`config.mk`:
```
export PLATFORM = sky130hd
export DESIGN_NAME = lcts_ctrl
export DESIGN_NICKNAME = d
export VERILOG_FILES = /design/src/rtl/core/lcts_pkg.sv /design/src/rtl/core/lcts_ctrl.sv
export SDC_FILE = /design/constraint.sdc
export NUM_CORES = 1
export LEC_CHECK = 0
export BUFFER_PORTS_ARGS = -buffer_cell sky130_fd_sc_hd__buf_2
export CORE_AREA = 3 3 40 42
export DETAILED_ROUTE_END_ITERATION = 16
export DIE_AREA = 0 0 43 45
export PLACE_DENSITY_LB_ADDON = 0.05
export SYNTH_ARGS = -nofsm -noshare
export SYNTH_HDL_FRONTEND = slang
export SYNTH_SLANG_ARGS = --single-unit
```
`constraint.sdc`:
```
create_clock -name clk -period 1.95 [get_ports clk]
set_clock_uncertainty 0.05 [all_clocks]
set_input_delay 0.195 -clock clk [delete_from_list [all_inputs] [get_ports clk]]
set_output_delay 0.195 -clock clk [all_outputs]
set_load 0.005 [all_outputs]
```
`src/rtl/core/lcts_pkg.sv`:
```
// Package for the link class traffic statistics core.
// Holds widths, reset constants, event kind codes and controller/datapath command types.
// No dependencies.
package lcts_pkg;

	localparam int CLASS_COUNT          = 4;
	localparam int CLS_W                = 2;
	localparam int BYTE_COUNT_WIDTH_DEF = 48;

	localparam int WEIGHT_W  = 9;
	localparam int LAT_W     = 28;
	localparam int THR_W     = 32;
	localparam int LOSS_W    = 15;
	localparam int CNT_W     = 32;
	localparam int TIME_W    = 32;
	localparam int BYTES_W   = 16;
	localparam int RTT_W     = 20;

	localparam logic [WEIGHT_W-1:0] WEIGHT_RESET = 9'd230;
	localparam logic [LOSS_W-1:0]   LOSS_MAX     = 15'd25600;

	localparam logic [1:0] KIND_DATA = 2'd0;
	localparam logic [1:0] KIND_LOSS = 2'd1;
	localparam logic [1:0] KIND_TICK = 2'd2;
	localparam logic [1:0] KIND_RSVD = 2'd3;

	// Command from controller to datapath
	typedef struct packed {
		logic load;      // capture input item
		logic apply_evt; // apply data or loss event to all masked classes
		logic tick_chk;  // compare time, latch time delta
		logic cls_start; // load class operands, start dividers
		logic cls_fin;   // blend and store results for current class
		logic tick_end;  // commit last tick time
	} dp_cmd_t;

	// Status from datapath to controller
	typedef struct packed {
		logic is_tick;   // captured kind is a tick
		logic time_same; // tick at unchanged time
		logic div_done;  // both dividers finished
	} dp_sts_t;

	// Blend: (w*old + (256-w)*sample + 128) >> 8, weight clamped to 256; the caller saturates to width
	function automatic logic [32:0] blend(input logic [WEIGHT_W-1:0] w_raw,
			input logic [31:0] old_v, input logic [31:0] smp);
		logic [8:0]  w;
		logic [41:0] acc;
		begin
			w   = (w_raw > 9'd256) ? 9'd256 : w_raw;
			acc = 42'(w) * 42'(old_v) + 42'(9'd256 - w) * 42'(smp) + 42'd128;
			blend = acc[40:8];
		end
	endfunction

endpackage

```
`src/rtl/core/lcts_ctrl.sv`:
```
// Controller state machine for the traffic statistics core.
// Depends on lcts_pkg for command and status types.
// Sequences events, ticks over classes and the result handshake.
module lcts_ctrl (
	input  logic                        clk,
	input  logic                        arst_n,
	input  logic                        in_valid,
	output logic                        in_ready,
	output logic                        out_valid,
	input  logic                        out_ready,
	output logic [lcts_pkg::CLS_W-1:0]  cls_idx,
	output lcts_pkg::dp_cmd_t           cmd,
	input  lcts_pkg::dp_sts_t           sts
);

	localparam int IDX_W = lcts_pkg::CLS_W;
	localparam int NCLS  = lcts_pkg::CLASS_COUNT;

	typedef enum logic [2:0] {
		ST_IDLE, ST_DECODE, ST_START, ST_WAIT, ST_FIN, ST_OUT
	} state_t;

	state_t           state_q;
	logic [IDX_W-1:0] idx_q;

	assign in_ready  = (state_q == ST_IDLE);
	assign out_valid = (state_q == ST_OUT);
	assign cls_idx   = idx_q;

	always_comb begin
		cmd           = '0;
		cmd.load      = in_valid && in_ready;
		cmd.apply_evt = (state_q == ST_DECODE) && !sts.is_tick;
		cmd.tick_chk  = (state_q == ST_DECODE) && sts.is_tick;
		cmd.cls_start = (state_q == ST_START);
		cmd.cls_fin   = (state_q == ST_FIN);
		cmd.tick_end  = (state_q == ST_OUT) && out_ready && (idx_q == IDX_W'(NCLS - 1));
	end

	// Advance state; one class per result
	always_ff @(posedge clk or negedge arst_n) begin
		if (!arst_n) begin
			state_q <= ST_IDLE;
			idx_q   <= '0;
		end else begin
			case (state_q)
				ST_IDLE: begin
					if (in_valid)
						state_q <= ST_DECODE;
				end
				ST_DECODE: begin
					idx_q <= '0;
					if (sts.is_tick && !sts.time_same)
						state_q <= ST_START;
					else
						state_q <= ST_IDLE;
				end
				ST_START: state_q <= ST_WAIT;
				ST_WAIT: begin
					if (sts.div_done)
						state_q <= ST_FIN;
				end
				ST_FIN: state_q <= ST_OUT;
				ST_OUT: begin
					if (out_ready) begin
						if (idx_q == IDX_W'(NCLS - 1)) begin
							state_q <= ST_IDLE;
						end else begin
							idx_q   <= idx_q + 1'b1;
							state_q <= ST_START;
						end
					end
				end
				default: state_q <= ST_IDLE;
			endcase
		end
	end

	// Output offered only after a class is finished
	a_out_after_fin: assert property (@(posedge clk) disable iff (!arst_n)
		$rose(out_valid) |-> $past(state_q == ST_FIN)) else $error("result without finish");
	a_no_accept_busy: assert property (@(posedge clk) disable iff (!arst_n)
		out_valid |-> !in_ready) else $error("accept during output");
	a_idx_range: assert property (@(posedge clk) disable iff (!arst_n)
		idx_q <= IDX_W'(NCLS - 1)) else $error("class index out of range");

endmodule

```
==> results.sh <==
export IMPL_synth_most_common_cell="nand2_1"
export IMPL_postSynthCellCount=43
export IMPL_setup_viol=0
export IMPL_synth_nets=51
export IMPL_async_reset_ff_frac=1.00
export IMPL_ys_flop_type="dfrtp_1"
export IMPL_critical_path_slowest_cell="dfrtp_1"
export IMPL_place_congestion=0.698
export IMPL_worst_path_max_fanout=17
export IMPL_grt_pass1_vias=362
export IMPL_hold_violations=0
export IMPL_drive_above_1_share=0.367
export IMPL_cp_required_ps=1700
export IMPL_syn_cell_area_sq_um=379
export IMPL_num_rows=13
export IMPL_dpl_hpwl_microns=696
export IMPL_die_y_microns=45
export IMPL_grt_use_total=0.106
export IMPL_insertion_delay_ps=240
export IMPL_fin_cells=75
export IMPL_fillers=150
export IMPL_ctsResizeCount=0
export IMPL_viasPerCell=4.76
export IMPL_max_freq_mhz=617
export IMPL_antenna_found_initial=0
export IMPL_post_route_min_period_ps=1620
export IMPL_io_buffer_count=16
export IMPL_initial_core_util=0.295
export IMPL_min_path_type="in -> reg"
export IMPL_wl_microns=894
export IMPL_wl_per_cell_microns=11.9
export IMPL_ys_warnings_count=0
export IMPL_fin_crit_sh=0.831
export IMPL_ir_drop_uv=541
export IMPL_yosysSeqAreaShare=0.330
export IMPL_clock_path_buffers=2
export IMPL_cts_tree="yes"
export IMPL_ys_seq_elements=5
export IMPL_drv_cap=0
export IMPL_tns_ps=0
export IMPL_slowest_delay_ps=650
export IMPL_post_cts_buffers=0
export IMPL_drv_slew=0
export IMPL_dp_cells=70
export IMPL_fp_dieW_microns=43
export IMPL_grt_max_degree=18
export IMPL_ant_nets=0
export IMPL_status="finished clean"
export IMPL_rsz0062_at_grt="no"
export IMPL_fin_ws_ps=329
export IMPL_cts_buffers=3
export IMPL_coreArea_sq_um=1280
export IMPL_synth_top_cell_area_share=0.330
export IMPL_synth_edf_count=0
export IMPL_grt_pass1_wl_mm=1.52
export IMPL_p_leak_nw=0.254
export IMPL_post_place_ws_ps=590
export IMPL_io_pins=17
export IMPL_synth_cell_types=23
export IMPL_clkSinkCount=5
export IMPL_path_cells="and2_4, and3_1, buf_2"
export IMPL_cts_htree_levels=1
export IMPL_yosys_top_cells_area="dfrtp_1, nor3b_1, buf_6, nand2_1, nand3_1"
export IMPL_hold_buffers=1
export IMPL_netlist_top_cells_count="nand2_1, dfrtp_1, nand3_1, nor3b_1, nand2b_1"
export IMPL_crit_arrival_ps=1380
export IMPL_firstDrtPassIters=2
export IMPL_nets=69
export IMPL_critPathLaunchType="register"
export IMPL_cts_root_buf="clkbuf_4"
export IMPL_syn_area_per_cell_sq_um=8.82
export IMPL_dieArea_sq_um=1940
export IMPL_num_antenna_cells=0
export IMPL_dr_first_iter_drc_count=1
export IMPL_yosys_area_top_type="dfrtp_1"
export IMPL_vias=357
export IMPL_drcViolationCount=0
export IMPL_fin_util=0.373
export IMPL_path_clk_slew_ps=40
export IMPL_whs_ps=176
export IMPL_overflow=0
export IMPL_max_slew_margin_rel=0.665
export IMPL_power_density_nw_per_um2=1300
export IMPL_syn_to_final_growth_pct=26.4
export IMPL_crit_type="reg -> out"
export IMPL_worst_slew_pin_slew_ps=503
export IMPL_end_kind="output port"
## logic make-up after synthesis
family,count (synthesis),share of synthesized area
flip-flops,5,0.330
AO/OA/AOI/OAI,4,0.0627
buffers and inverters,4,0.0924
AND/OR/NAND/NOR,29,0.482
adder cells (fa/ha/maj),1,0.0330
## layout by cell type (no fill, tap or decap), drive strengths merged
cell type,n
buf,16
nand2,6
dfrtp,5
nor3b,4
nand3,4
clkbuf,4
nand2b,3
nand4b,2
a21oi,2
nor2b,2
and2,2
nor3,2
and3,1
nand3b,1
nand4,1
nor2,1
a211o,1
o21ai,1
ha,1
dlygate4sd3,1
## path summary, 6_finish.rpt
| check | start | endpoint | slack, ps | cells after the start |
|---|---|---|---|---|
| worst max register to register | cls_idx[0] | state_q[1] | 710 | 4 |
| min in group asynchronous | arst_n | state_q[1] | 240 | 2 |
| max in group asynchronous | arst_n | cls_idx[0] | 1490 | 2 |
| worst max-delay path | state_q[2] | cmd[0] | 330 | 3 |
| worst min-delay path | sts[0] | state_q[2] | 180 | 3 |
| worst min register to register | cls_idx[1] | cls_idx[1] | 500 | 2 |
## final cells by class
| class | instances | area [sq um] | share of cell area |
|---|---|---|---|
| well taps | 15 | 18.8 | 0.0392 |
| multi-input cells | 34 | 219 | 0.457 |
| clock buffers | 4 | 26.3 | 0.0548 |
| flip-flops and latches | 5 | 125 | 0.261 |
| repair buffers | 17 | 90.1 | 0.188 |
## per-layer routing
layer,up-vias,wire [microns],track usage
li1,183,-,-
met1,165,362,0.112
met2,9,471,0.186
met3,0,60,0.0637
met4,0,0,0.0181
met5,-,0,0
## metrics by stage
step | total power, mW | instance area (sq um)
floorplan | 0.448 | 379
global placement | 0.494 | 443
detailed placement | 0.506 | 443
CTS | 0.635 | 479
global route | 0.677 | 479
finish | 0.621 | 479
## registers in the layout, indices dropped and copies added, names as in the netlist
register and count:
cls_idx 2, state_q 3
## power breakdown
group          internal (mW)  switching (mW)
clock network         0.0774          0.0433
registers              0.143           0.101
logic                  0.144           0.113
## critical path, delay by kind of cell, from the launching register on
kind	cells	cell delay [ps]
and+or+nand+nor	2	380
buffers and inverters	1	100
DFF	1	650
Power figures use the tool's default switching activity.
